--- src/rtl/bra_pkg.sv ---
// shared types and constants of the bounded rational approximation block
package bra_pkg;

    // limit used when a limit field is zero
    localparam int DEFAULT_LIMIT      = 32'h1000_0000;
    localparam int DEFAULT_LIMIT_BITS = 29;

    typedef enum logic [1:0] {
        S_IDLE,
        S_DIV,
        S_UPDATE,
        S_FINISH
    } t_state;

    // per-step status from the shared divide/accumulate unit
    typedef struct packed {
        logic qbit;
        logic p_over;
        logic q_over;
    } t_step_flags;

endpackage

--- src/rtl/bra_step_unit.sv ---
// shared divide / shift-accumulate step: one quotient bit and two partial products per cycle
module bra_step_unit
    import bra_pkg::*;
#(
    parameter int W  = 32,
    parameter int LW = 31
) (
    input  logic [W-1:0]  i_rem,
    input  logic          i_dividend_msb,
    input  logic [W-1:0]  i_divisor,
    input  logic [LW-1:0] i_acc_p,
    input  logic [LW-1:0] i_acc_q,
    input  logic [LW-1:0] i_p1,
    input  logic [LW-1:0] i_q1,
    input  logic [LW-1:0] i_nlim,
    input  logic [LW-1:0] i_dlim,
    input  t_step_flags   i_flags,
    output logic [W-1:0]  o_rem,
    output logic [LW-1:0] o_acc_p,
    output logic [LW-1:0] o_acc_q,
    output t_step_flags   o_flags
);

    logic [W+1:0]  trial;
    logic [W:0]    shifted;
    logic          qbit;
    logic [LW+1:0] sum_p;
    logic [LW+1:0] sum_q;

    always_comb begin
        // restoring division step
        shifted = {i_rem, i_dividend_msb};
        trial   = {1'b0, shifted} - {2'b00, i_divisor};
        qbit    = ~trial[W+1];
        o_rem   = qbit ? trial[W-1:0] : shifted[W-1:0];

        // quotient bits arrive msb first, so acc = 2*acc + bit*prev
        sum_p = {1'b0, i_acc_p, 1'b0} + (qbit ? {2'b00, i_p1} : '0);
        sum_q = {1'b0, i_acc_q, 1'b0} + (qbit ? {2'b00, i_q1} : '0);

        // once over the limit the product stays over, keep it sticky
        o_flags.qbit   = qbit;
        o_flags.p_over = i_flags.p_over || (sum_p > {2'b00, i_nlim});
        o_flags.q_over = i_flags.q_over || (sum_q > {2'b00, i_dlim});
        o_acc_p        = sum_p[LW-1:0];
        o_acc_q        = sum_q[LW-1:0];
    end

endmodule

--- src/rtl/bounded_rational_approximation.sv ---
// top level: sequencer and registers of the bounded rational approximation block
//
// usage
// - input channel i_in_valid / o_in_ready carries one request: a signed
//   fraction (numerator, denominator) and two limits, a zero limit meaning
//   0x10000000
// - output channel o_out_valid / i_out_ready returns one result per request:
//   the last continued-fraction convergent whose numerator and denominator
//   stay within the limits, signed by the xor of the input signs; 1/0 for a
//   zero denominator or an immediate overflow; 0/0 with o_undefined_input
//   set when both inputs are zero
// - one request at a time: o_in_ready is high only while the sequencer idles
// - each continued-fraction term runs on the shared step unit as DATA_WIDTH
//   restoring divide steps, each also folding one quotient bit into both
//   convergent products, followed by the update state
// - at 32 bits a request has at most about 46 terms
// - the result sits in an output register; a new request is accepted while
//   it waits, and a finished search holds until that register is free
// - synchronous active-low reset empties the output register and idles
//   the sequencer
module bounded_rational_approximation
    import bra_pkg::*;
#(
    parameter int DATA_WIDTH = 32
) (
    input  logic                         i_clk,
    input  logic                         i_rst_n,
    input  logic                         i_in_valid,
    output logic                         o_in_ready,
    input  logic signed [DATA_WIDTH-1:0] i_numerator_in,
    input  logic signed [DATA_WIDTH-1:0] i_denominator_in,
    input  logic        [DATA_WIDTH-2:0] i_numerator_limit,
    input  logic        [DATA_WIDTH-2:0] i_denominator_limit,
    output logic                         o_out_valid,
    input  logic                         i_out_ready,
    output logic signed [DATA_WIDTH-1:0] o_numerator_out,
    output logic        [DATA_WIDTH-2:0] o_denominator_out,
    output logic                         o_undefined_input
);

    localparam int W  = DATA_WIDTH;
    // limits and convergents need room for the default limit too
    localparam int LW = (W - 1 > DEFAULT_LIMIT_BITS) ? W - 1 : DEFAULT_LIMIT_BITS;
    localparam int CW = $clog2(W);

    // control
    t_state        r_state, n_state;
    logic          r_out_valid, n_out_valid;
    logic [CW-1:0] r_cnt, n_cnt;

    // datapath
    logic [W-1:0]  r_dq, n_dq;     // dividend, quotient bits shift in at the bottom
    logic [W-1:0]  r_y, n_y;       // divisor
    logic [W-1:0]  r_rem, n_rem;   // partial remainder
    logic [LW-1:0] r_acc_p, n_acc_p;
    logic [LW-1:0] r_acc_q, n_acc_q;
    logic          r_p_over, n_p_over;
    logic          r_q_over, n_q_over;
    logic [LW-1:0] r_p1, n_p1, r_p2, n_p2;
    logic [LW-1:0] r_q1, n_q1, r_q2, n_q2;
    logic [LW-1:0] r_nlim, n_nlim;
    logic [LW-1:0] r_dlim, n_dlim;
    logic          r_neg, n_neg;
    logic          r_undef, n_undef;
    logic [W-1:0]  r_num_out, n_num_out;
    logic [W-2:0]  r_den_out, n_den_out;
    logic          r_undef_out, n_undef_out;

    // step unit hookup
    logic [W-1:0]  step_rem;
    logic [LW-1:0] step_acc_p;
    logic [LW-1:0] step_acc_q;
    t_step_flags   step_in_flags;
    t_step_flags   step_flags;

    // input magnitudes and limits
    logic [W-1:0]  num_raw, den_raw;
    logic [W-1:0]  num_mag, den_mag;
    logic [LW-1:0] nlim_in, dlim_in;

    // update cycle
    logic [LW:0]   pn, qn;
    logic          too_big;
    logic [LW:0]   p_ext, p_sgn;
    logic          load_out;

    assign step_in_flags = '{qbit: 1'b0, p_over: r_p_over, q_over: r_q_over};

    bra_step_unit #(
        .W  (W),
        .LW (LW)
    ) u_step (
        .i_rem          (r_rem),
        .i_dividend_msb (r_dq[W-1]),
        .i_divisor      (r_y),
        .i_acc_p        (r_acc_p),
        .i_acc_q        (r_acc_q),
        .i_p1           (r_p1),
        .i_q1           (r_q1),
        .i_nlim         (r_nlim),
        .i_dlim         (r_dlim),
        .i_flags        (step_in_flags),
        .o_rem          (step_rem),
        .o_acc_p        (step_acc_p),
        .o_acc_q        (step_acc_q),
        .o_flags        (step_flags)
    );

    always_comb begin
        num_raw = i_numerator_in;
        den_raw = i_denominator_in;
        // most negative value maps to 2^(W-1), exact in W unsigned bits
        num_mag = num_raw[W-1] ? W'(~num_raw + 1'b1) : num_raw;
        den_mag = den_raw[W-1] ? W'(~den_raw + 1'b1) : den_raw;
        nlim_in = (i_numerator_limit == '0) ? LW'(DEFAULT_LIMIT) : LW'(i_numerator_limit);
        dlim_in = (i_denominator_limit == '0) ? LW'(DEFAULT_LIMIT) : LW'(i_denominator_limit);

        // next convergent from the accumulated products
        pn      = {1'b0, r_acc_p} + {1'b0, r_p2};
        qn      = {1'b0, r_acc_q} + {1'b0, r_q2};
        too_big = r_p_over || r_q_over || (pn > {1'b0, r_nlim}) || (qn > {1'b0, r_dlim});

        p_ext   = {1'b0, r_p1};
        p_sgn   = r_neg ? (~p_ext + 1'b1) : p_ext;
    end

    // next state and datapath
    always_comb begin
        n_state     = r_state;
        n_out_valid = r_out_valid;
        n_cnt       = r_cnt;
        n_dq        = r_dq;
        n_y         = r_y;
        n_rem       = r_rem;
        n_acc_p     = r_acc_p;
        n_acc_q     = r_acc_q;
        n_p_over    = r_p_over;
        n_q_over    = r_q_over;
        n_p1        = r_p1;
        n_p2        = r_p2;
        n_q1        = r_q1;
        n_q2        = r_q2;
        n_nlim      = r_nlim;
        n_dlim      = r_dlim;
        n_neg       = r_neg;
        n_undef     = r_undef;
        n_num_out   = r_num_out;
        n_den_out   = r_den_out;
        n_undef_out = r_undef_out;
        load_out    = 1'b0;
        o_in_ready  = 1'b0;

        // output register drains independently of the search
        if (r_out_valid && i_out_ready) begin
            n_out_valid = 1'b0;
        end

        case (r_state)
            S_IDLE: begin
                o_in_ready = 1'b1;
                if (i_in_valid) begin
                    n_nlim   = nlim_in;
                    n_dlim   = dlim_in;
                    n_neg    = num_raw[W-1] ^ den_raw[W-1];
                    n_undef  = (num_mag == '0) && (den_mag == '0);
                    // both zero yields 0/0 through p1 = 0
                    n_p1     = n_undef ? '0 : LW'(1);
                    n_p2     = '0;
                    n_q1     = '0;
                    n_q2     = LW'(1);
                    n_dq     = num_mag;
                    n_y      = den_mag;
                    n_rem    = '0;
                    n_acc_p  = '0;
                    n_acc_q  = '0;
                    n_p_over = 1'b0;
                    n_q_over = 1'b0;
                    n_cnt    = CW'(W - 1);
                    n_state  = (den_mag == '0) ? S_FINISH : S_DIV;
                end
            end

            S_DIV: begin
                n_rem    = step_rem;
                n_dq     = {r_dq[W-2:0], step_flags.qbit};
                n_acc_p  = step_acc_p;
                n_acc_q  = step_acc_q;
                n_p_over = step_flags.p_over;
                n_q_over = step_flags.q_over;
                if (r_cnt == '0) begin
                    n_state = S_UPDATE;
                end else begin
                    n_cnt = r_cnt - 1'b1;
                end
            end

            S_UPDATE: begin
                if (too_big) begin
                    n_state = S_FINISH;
                end else begin
                    n_p2 = r_p1;
                    n_p1 = pn[LW-1:0];
                    n_q2 = r_q1;
                    n_q1 = qn[LW-1:0];
                    // next term: x <- y, y <- remainder
                    n_dq     = r_y;
                    n_y      = r_rem;
                    n_rem    = '0;
                    n_acc_p  = '0;
                    n_acc_q  = '0;
                    n_p_over = 1'b0;
                    n_q_over = 1'b0;
                    n_cnt    = CW'(W - 1);
                    n_state  = (r_rem == '0) ? S_FINISH : S_DIV;
                end
            end

            S_FINISH: begin
                // wait for a free output register
                if (!r_out_valid || i_out_ready) begin
                    load_out    = 1'b1;
                    n_out_valid = 1'b1;
                    n_num_out   = p_sgn[W-1:0];
                    n_den_out   = r_q1[W-2:0];
                    n_undef_out = r_undef;
                    n_state     = S_IDLE;
                end
            end

            default: begin
                n_state = S_IDLE;
            end
        endcase
    end

    // state register
    always_ff @(posedge i_clk) begin
        if (!i_rst_n) begin
            r_state     <= S_IDLE;
            r_out_valid <= 1'b0;
        end else begin
            r_state     <= n_state;
            r_out_valid <= n_out_valid;
        end
    end

    // datapath registers, no reset needed
    always_ff @(posedge i_clk) begin
        r_cnt       <= n_cnt;
        r_dq        <= n_dq;
        r_y         <= n_y;
        r_rem       <= n_rem;
        r_acc_p     <= n_acc_p;
        r_acc_q     <= n_acc_q;
        r_p_over    <= n_p_over;
        r_q_over    <= n_q_over;
        r_p1        <= n_p1;
        r_p2        <= n_p2;
        r_q1        <= n_q1;
        r_q2        <= n_q2;
        r_nlim      <= n_nlim;
        r_dlim      <= n_dlim;
        r_neg       <= n_neg;
        r_undef     <= n_undef;
        if (load_out) begin
            r_num_out   <= n_num_out;
            r_den_out   <= n_den_out;
            r_undef_out <= n_undef_out;
        end
    end

    assign o_out_valid       = r_out_valid;
    assign o_numerator_out   = r_num_out;
    assign o_denominator_out = r_den_out;
    assign o_undefined_input = r_undef_out;

    // the divider never runs with a zero divisor
    a_div_nonzero: assert property (@(posedge i_clk) disable iff (!i_rst_n)
        r_state == S_DIV |-> r_y != '0)
        else $error("divide step with zero divisor");

    // partial remainder stays below the divisor
    a_rem_below: assert property (@(posedge i_clk) disable iff (!i_rst_n)
        r_state == S_DIV |-> r_rem < r_y)
        else $error("partial remainder not below divisor");

    // kept convergent is always within both limits
    a_kept_in_limits: assert property (@(posedge i_clk) disable iff (!i_rst_n)
        (r_state == S_DIV || r_state == S_UPDATE) |-> (r_p1 <= r_nlim && r_q1 <= r_dlim))
        else $error("kept convergent exceeds a limit");

    // an accepted request makes the block busy
    a_busy_after_accept: assert property (@(posedge i_clk) disable iff (!i_rst_n)
        i_in_valid && o_in_ready |=> !o_in_ready)
        else $error("ready stayed high after accepting a request");

    // undefined result carries a zero fraction
    a_undef_zero: assert property (@(posedge i_clk) disable iff (!i_rst_n)
        o_out_valid && o_undefined_input |-> (o_numerator_out == '0 && o_denominator_out == '0))
        else $error("undefined result with nonzero fraction");

endmodule

--- config.mk ---
export PLATFORM = sky130hd
export DESIGN_NAME = bounded_rational_approximation
export DESIGN_NICKNAME = d
export VERILOG_FILES = /design/src/rtl/bra_pkg.sv /design/src/rtl/bra_step_unit.sv /design/src/rtl/bounded_rational_approximation.sv
export SDC_FILE = /design/constraint.sdc
export NUM_CORES = 1
export LEC_CHECK = 0
export BUFFER_PORTS_ARGS = -buffer_cell sky130_fd_sc_hd__buf_2
export CORE_ASPECT_RATIO = 0.75
export CORE_MARGIN = 1
export CORE_UTILIZATION = 64
export CTS_CLUSTER_SIZE = 12
export DETAILED_ROUTE_END_ITERATION = 6
export PLACE_DENSITY = 0.84
export SLEW_MARGIN = 20
export SYNTH_ARGS = -nofsm -noshare
export SYNTH_HDL_FRONTEND = slang
export SYNTH_SLANG_ARGS = --single-unit
--- constraint.sdc ---
create_clock -name i_clk -period 47.3 [get_ports i_clk]
set_input_delay 14.19 -clock i_clk [delete_from_list [all_inputs] [get_ports i_clk]]
set_output_delay 14.19 -clock i_clk [all_outputs]
set_load 0.02 [all_outputs]
# After elaboration in Yosys (flattened, before gate mapping)
# Cells that the tools add are included.
# op_classes
addsub	9
magnitude_cmp	4
n_eq_ne	8
muxes	51
bitwise	5
reduce_logical	24
# ops
cell	n
$mux W31	11
$mux W32	9
$pmux W31 S2	4
$pmux W32 S3	2
$pmux W31 S3	2
$add A32 B1 Y32 const B	3
$logic_not A32 Y1	3
$add A32 B33 Y33	2
$gt A33 B31 Y1	2
$add A31 B31 Y32	2
$gt A32 B31 Y1	2
$not A32 Y32	2
$pmux W32 S2	1
$logic_not A31 Y1	2
$sub A33 B32 Y34	1
$not A31 Y32	1
$mux W5	3
$pmux W5 S3	1
$mux W2	6
$reduce_and A3 Y1	4
$ne A2 B2 Y1 const B	5
$mux W1	9
$pmux W2 S4	1
$logic_or A1 B1 Y1	6
14 further kinds	17
# totals
register_bits	420
out_inout_bits	66
wordCells	123

# Logic depth before layout (Yosys ltp)
# Gate-level depths: netlist of the first run.
# depth
depth_word	8
depth_mapped	34

# Modules after synthesis
# From an unflattened synthesis of the first run, not the netlist that was laid out.
# unflattened
hier_cells	3051
area_unflattened_um2	30071.3
# modules_own_cells
mod	instances	cells_per_inst	area_per_inst_um2
bounded_rational_approximation	1	2025	22967.0
bra_step_unit	1	1026	7104.3

# Least setup slack after synthesis of the first run
# OpenSTA, ideal clock, no wires.
# synth_timing
kind	in2reg
from	in i_in_valid
to	reg r_p1[0] (enable)
setup_time_ns	0.864
t_arrival_ns	24.823
t_required_ns	46.436
path_slack_ns	21.613
cell_stages	2
path_cell_list	nor2b_1 nor3_1
# synth_between
elab_chain_len	2
# synth_lines
element	line_no	text
start: declaration	bounded_rational_approximation.sv:28	input logic i_in_valid,
$ne A2 B2 Y1 (no source line)	n/a	
$reduce_and A3 Y1 (no source line)	n/a	
end signal: assignment	bounded_rational_approximation.sv:257	r_p1 <= n_p1;
end: declaration	bounded_rational_approximation.sv:59	logic [LW-1:0] r_p1, n_p1, r_p2, n_p2;
# Every way passes these cells.
# A chain may end at the register's enable or synchronous reset.

# Worst setup path in the final report of the first run
# layout_timing
from	in i_denominator_in[8]
to	reg r_state[1]
# layout_between
elab_chain_len	7
# layout_lines
element	line_no	text
start: declaration	bounded_rational_approximation.sv:31	input logic signed [DATA_WIDTH-1:0] i_denominator_in,
$not A32 Y32	bounded_rational_approximation.sv:114	den_mag = den_raw[W-1] ? W'(~den_raw + 1'b1) : den_raw;
$add A32 B1 Y32	bounded_rational_approximation.sv:114	
$mux W32 *	bounded_rational_approximation.sv:114	
$logic_not A32 Y1 *	bounded_rational_approximation.sv:179	n_state = (den_mag == '0) ? S_FINISH : S_DIV;
$mux W2 *	bounded_rational_approximation.sv:179	
$mux W2 *	bounded_rational_approximation.sv:161	if (i_in_valid) begin
$pmux W2 S4 *	bounded_rational_approximation.sv:158	case (r_state)
end signal: assignment	bounded_rational_approximation.sv:242	r_state <= n_state;
end: declaration	bounded_rational_approximation.sv:47	t_state r_state, n_state;
# Every way passes the cells marked *; elsewhere a longest branch is shown, timed or not. The select of a mux whose other input is x is not followed.

==> results of run 1 <==
[critical path, stage by stage]
cell and delay, ns:
buf_2 0.14, nor4_1 0.45, nand4_1 0.48, or4_1 0.61, mux2_2 0.25, a32oi_1 0.11, or3_1 0.44, nor4_1 0.46
buf_4 0.25, o221ai_1 0.10, o21ba_2 0.25
[cell type report]
class,count,area share
Clock inverter,9,0.00245
Timing Repair Buffer,209,0.0341
Sequential cell,420,0.391
Multi-Input combinational cell,2272,0.495
Clock buffer,61,0.0369
Inverter,151,0.0176
Tap cell,586,0.0228
[logic make-up (layout without fill, tap and decap cells)]
| group | after synthesis | count (layout) | share of synthesized area |
|---|---|---|---|
| compound gates | 752 | 752 | 0.164 |
| flops | 420 | 420 | 0.425 |
| simple gates | 1003 | 1003 | 0.179 |
| xor+xnor | 205 | 205 | 0.0607 |
| fa+ha+maj | 291 | 291 | 0.124 |
| buf+inv | 305 | 430 | 0.0387 |
| mux | 21 | 21 | 0.00753 |
[through the flow]
step / util / hold slack [ns] / area [sq um]
global placement: 0.685 / 0.431 / 30900
global route: 0.713 / 0.458 / 32200
finish: 0.713 / 0.444 / 32200
detailed placement: 0.685 / 0.432 / 30900
floorplan: - / 0.400 / 29600
CTS: 0.713 / 0.447 / 32200
[worst max-delay path by stage]
stage                        start          to  slack [ns]  cells after the start
3_3_place_gp   i_denominator_in[8]  r_state[1]       29.66                     11
2_1_floorplan           i_in_valid     r_p1[0]       21.61                      2
4_1_cts        i_denominator_in[8]  r_state[1]       30.19                     11
3_5_place_dp   i_denominator_in[8]     r_p1[0]       29.61                     10
5_1_grt        i_denominator_in[8]  r_state[1]       29.83                     11
6_report       i_denominator_in[8]  r_state[1]       30.07                     11
[layer usage]
layer	global-route usage	vias to the layer above
met2	0.534	1294
met4	0.0949	0
li1	-	11200
met1	0.491	11700
met3	0.0459	156
met5	0	-
[flip-flops by register name (all words and copies together) (netlist names)]
register	cells
r_q1	31
r_y	32
r_p1	31
r_dq	32
o_numerator_out	32
r_dlim	31
r_q_over	1
r_p_over	1
r_q2	31
o_undefined_input	1
r_cnt	5
r_neg	1
o_denominator_out	31
r_state	2
r_rem	32
o_out_valid	1
r_nlim	31
r_p2	31
r_undef	1
r_acc_p	31
r_acc_q	31
[cell usage after synthesis (all sizes together), types with 7 or more instances]
cell / number / area [sq um]
a21o: 89 / 668
mux2i: 11 / 110
a211oi: 30 / 225
o211ai: 13 / 97.6
nand3: 40 / 200
nand2: 219 / 822
a2111oi: 8 / 70.1
or3: 24 / 160
mux2: 10 / 113
nor4: 47 / 309
inv: 150 / 563
o41ai: 11 / 96.3
a31oi: 23 / 144
nand4: 56 / 350
and3: 31 / 194
o21a: 39 / 293
a21oi: 208 / 1040
clkbuf: 148 / 556
xnor2: 138 / 1210
and2: 235 / 1470
nand2b: 34 / 220
o22ai: 8 / 50.1
a21boi: 10 / 75.1
nor2: 169 / 634
and4: 8 / 70.1
xor2: 67 / 587
o31ai: 30 / 239
or2: 13 / 81.3
a221oi: 30 / 263
edfxtp: 417 / 12500
a211o: 7 / 61.3
or4: 15 / 124
o21bai: 14 / 105
ha: 286 / 3580
o31a: 8 / 71.3
o21ai: 165 / 826
nor3: 55 / 275
nor2b: 41 / 257
a32oi: 9 / 78.8
==> impl_metrics.toml, run 1 <==
[finish]
drive_gt1_frac = 0.0990
layout.nets = 3518
multiInputGateArea_sq_um = 15900
seq_area_sq_um = 12600
layout_commonest_cell = "edfxtp_1"
most-common-layout-cells = "417 x edfxtp_1, 284 x ha_1, 231 x and2_1"
area_growth_syn_to_layout_pct = 8.67
final_cells = 3708
n_antenna_cell = 0
nFillCells = 3294

[worst_hold_path]
min_path_cells = 0
min_delay_worst_endpoint = "o_undefined_input"
hp-start = "r_undef"
hold_class = "register to register"

[setup_path]
endpoint_kind = "register"
cp_data_required_time_ns = 47.81
r2r_start = "r_rem[0]"
critPathKind = "primary input to register"
rr_worst_depth = 31
cp-start-kind = "primary input"
worstPathArrival_ns = 17.74
reg2reg_setup_slack_ns = 38.27
reg2reg_to = "r_q_over"
critical_path_peak_fanout = 12

[sta]
totalNegativeSetupSlack_ns = 0
setup_violations = 0
drv_slew = 0
period_share = 0.364
hold_viol_final = 0
timing.final.crit_period_ns = 17.23
max_slew_margin = 0.230
setup_slack_ns = 30.07
worst_clock_skew_ns = 0.0168
rsz0062_at_grt = "false"
fmax_mhz = 58.0
worst_pin_slew_ns = 1.15

[routing]
wl_um = 81100
drc = 0
top_signal_layer_used = "met4"
routed-wl-met2_um = 36300
met1Wirelength_um = 34300
drt_iter0_drc = 2869
antenna_left = 0
avgViaCountPerCell = 6.58
routedWlPerCell_um = 21.9
met3_length_um = 8200
first_pass_iters = 7
vias = 24400

[global_route]
antenna_found_initial = 0
grt_use_total = 0.339
grt_max_degree = 157
grt_remaining_overflow = 0
grt_first_pass_wirelength_um = 126000
grt_pass1_vias = 23400

[place]
dp_cells = 3638
pre_cts_slack_ns = 29.61
port_buffers = 195
post-dp-hpwl_um = 59400
gp_congestion = 1.00

[cts]
cts_tree = "done"
cts_root_buf = "clkbuf_16"
ctsHoldBuffers = 0
path_clk_slew_ns = 0.06
h-tree-depth = 2
clockBufferDepth = 3
postCtsSetupBuffers = 0
clkSinkCount = 420
post_cts_resized = 0
clk_latency_ns = 0.57
cts_inserted_buffers = 43

[die]
die_h_um = 188
dieWidth_um = 250
start_util = 0.656
rows = 67
core_area_sq_um = 45100
die_area_sq_um = 47100
ios = 196

[synth]
synthesis.area_sq_um = 29600
yosysSeqAreaShare = 0.425
synth_enable_flop_cells = 417
synthFlopType = "edfxtp_1"
avgSynthCellArea_sq_um = 9.87
synthArstFlopShare = 0
synth_nets = 3418
synth_seq_cells = 420
synthCells = 2997
synth_warnings = 0
synth.distinct_cells = 77

[flow_run]
drv_cap = 0

[status]
status = "completed"
Power of run 1 is left out: the tool's default activity adds up to more than one toggle a clock period on the data nets, which glitch-free logic cannot reach.
==> run 2, diff against run 1 <==
--- a/config.mk
+++ b/config.mk
@@ -8,10 +8,10 @@
 export BUFFER_PORTS_ARGS = -buffer_cell sky130_fd_sc_hd__buf_2
 export CORE_ASPECT_RATIO = 0.75
 export CORE_MARGIN = 1
-export CORE_UTILIZATION = 64
+export CORE_UTILIZATION = 62
 export CTS_CLUSTER_SIZE = 12
 export DETAILED_ROUTE_END_ITERATION = 6
-export PLACE_DENSITY = 0.84
+export PLACE_DENSITY = 0.81
 export SLEW_MARGIN = 20
 export SYNTH_ARGS = -nofsm -noshare
 export SYNTH_HDL_FRONTEND = slang
==> constraint.sdc (replaced) <==
create_clock -name i_clk -period 16.4 [get_ports i_clk]
set_input_delay 4.92 -clock i_clk [delete_from_list [all_inputs] [get_ports i_clk]]
set_output_delay 4.92 -clock i_clk [all_outputs]
set_load 0.02 [all_outputs]
==> run 2 against run 1 <==
Against the previous run:
- critical path type unchanged
- via count decreased by 0.25%
- register-to-register slack lost 30 ns
- sequential share of layout area decreased by 0.28 points
==> impl_metrics.toml, run 2 (synthesized netlist as in run 1, its figures left out) <==
[global_route]
grt_use_total = 0.340
grt_remaining_overflow = 0
antenna_found_initial = 0
grt_max_degree = 119
grt_pass1_vias = 23200
grt_first_pass_wirelength_um = 128000

[die]
start_util = 0.636
die_area_sq_um = 48600
ios = 196
core_area_sq_um = 46500
rows = 68
die_h_um = 191
dieWidth_um = 254

[routing]
wl_um = 82600
avgViaCountPerCell = 6.47
drc = 0
first_pass_iters = 6
vias = 24300
drt_iter0_drc = 2622
antenna_left = 0
routedWlPerCell_um = 21.9

[finish]
layout.nets = 3523
final_area_sq_um = 32400
layout_commonest_cell = "edfxtp_1"
area_growth_syn_to_layout_pct = 9.45
n_antenna_cell = 0
final_cells = 3763
most-common-layout-cells = "417 x edfxtp_1, 284 x ha_1, 231 x and2_1"
drive_gt1_frac = 0.103

[status]
status = "completed"

[cts]
cts_tree = "done"
h-tree-depth = 2
ctsHoldBuffers = 0
clkSinkCount = 420
clk_latency_ns = 0.60
post_cts_resized = 0
cts_inserted_buffers = 45
path_clk_slew_ns = 0.07
cts_root_buf = "clkbuf_16"
clockBufferDepth = 3
postCtsSetupBuffers = 0

[sta]
timing.final.crit_period_ns = 8.23
totalNegativeSetupSlack_ns = 0
drv_slew = 0
max_slew_margin = 0.241
setup_violations = 0
period_share = 0.502
rsz0062_at_grt = "false"
hold_viol_final = 0
fmax_mhz = 122
worst_clock_skew_ns = 0.0267
worst_pin_slew_ns = 1.14

[setup_path]
critPathSlowestCell = "or4_1"
r2r_start = "r_acc_q[0]"
worstPathArrival_ns = 8.78
critical_path_peak_fanout = 12
crit_path_max_incr_delay_ns = 0.65
crit_chain = "buf_2, nor4_1, nand4_1, or4_1, mux2_2, a32oi_1, or3_1, nor4_1, buf_4, o221ai_1, o21ba_2"
cp-start-kind = "primary input"
cp_data_required_time_ns = 16.95
endpoint_kind = "register"
critPathKind = "primary input to register"
crit_path_start = "i_denominator_in[8]"
path_common_cell = "nor4_1"

[place]
dp_cells = 3685
gp_congestion = 1.02
dpl_cell_area_sq_um = 31000
port_buffers = 195
post-dp-hpwl_um = 61600

[flow_run]
drv_cap = 0

[worst_hold_path]
hp-start = "r_undef"
hold_class = "register to register"
-- run 2: cell types whose count changed in the layout (fill, tap and decap cells not counted), sizes merged --
cell    delta
buf        +3
bufinv     +3
clkbuf     -1
clkinv     +6
-- run 2: worst paths after layout --
| check | cells past startpoint | slack (ns) | endpoint |
|---|---|---|---|
| setup / recovery | 11 | 8.17 | r_state[1] |
| hold / removal | 0 | 0.43 | o_undefined_input |
| setup reg to reg | 22 | 8.37 | r_q1[1] |
| hold reg to reg | 0 | 0.43 | o_undefined_input |
-- run 2: final cells by class --
class / instances / area [sq um]
clock buffers: 60 / 1230
flip-flops and latches: 420 / 12600
repair buffers: 212 / 1110
multi-input cells: 2272 / 15900
inverters: 151 / 567
fillers: 3488 / 14100
clock inverters: 18 / 186
well taps: 630 / 788
-- run 2: routing by layer --
metal | vias up | global-route usage | part of all wire
met4 | 0 | 0.110 | 0.031
li1 | 11300 | - | -
met1 | 11600 | 0.497 | 0.44
met3 | 186 | 0.0531 | 0.097
met2 | 1295 | 0.515 | 0.43
met5 | - | 0 | 0
-- run 2: metrics by stage --
stage / worst slack (ns) / utilization / hold WS [ns]
final: 8.17 / 0.696 / 0.428
after global routing: 7.91 / 0.696 / 0.445
after CTS: 8.30 / 0.696 / 0.431
after detailed placement: 7.71 / 0.665 / 0.417
after global placement: 7.70 / 0.665 / 0.410
after floorplan: 2.00 / - / 0.400
-- run 2: worst max-delay path: cells and delay by family --
| kind | cells | cell delay [ns] |
|---|---|---|
| compound gates | 3 | 0.45 |
| mux | 1 | 0.26 |
| simple gates | 5 | 2.74 |
| buf+inv | 2 | 0.42 |
Power of run 2 is left out for the same reason.
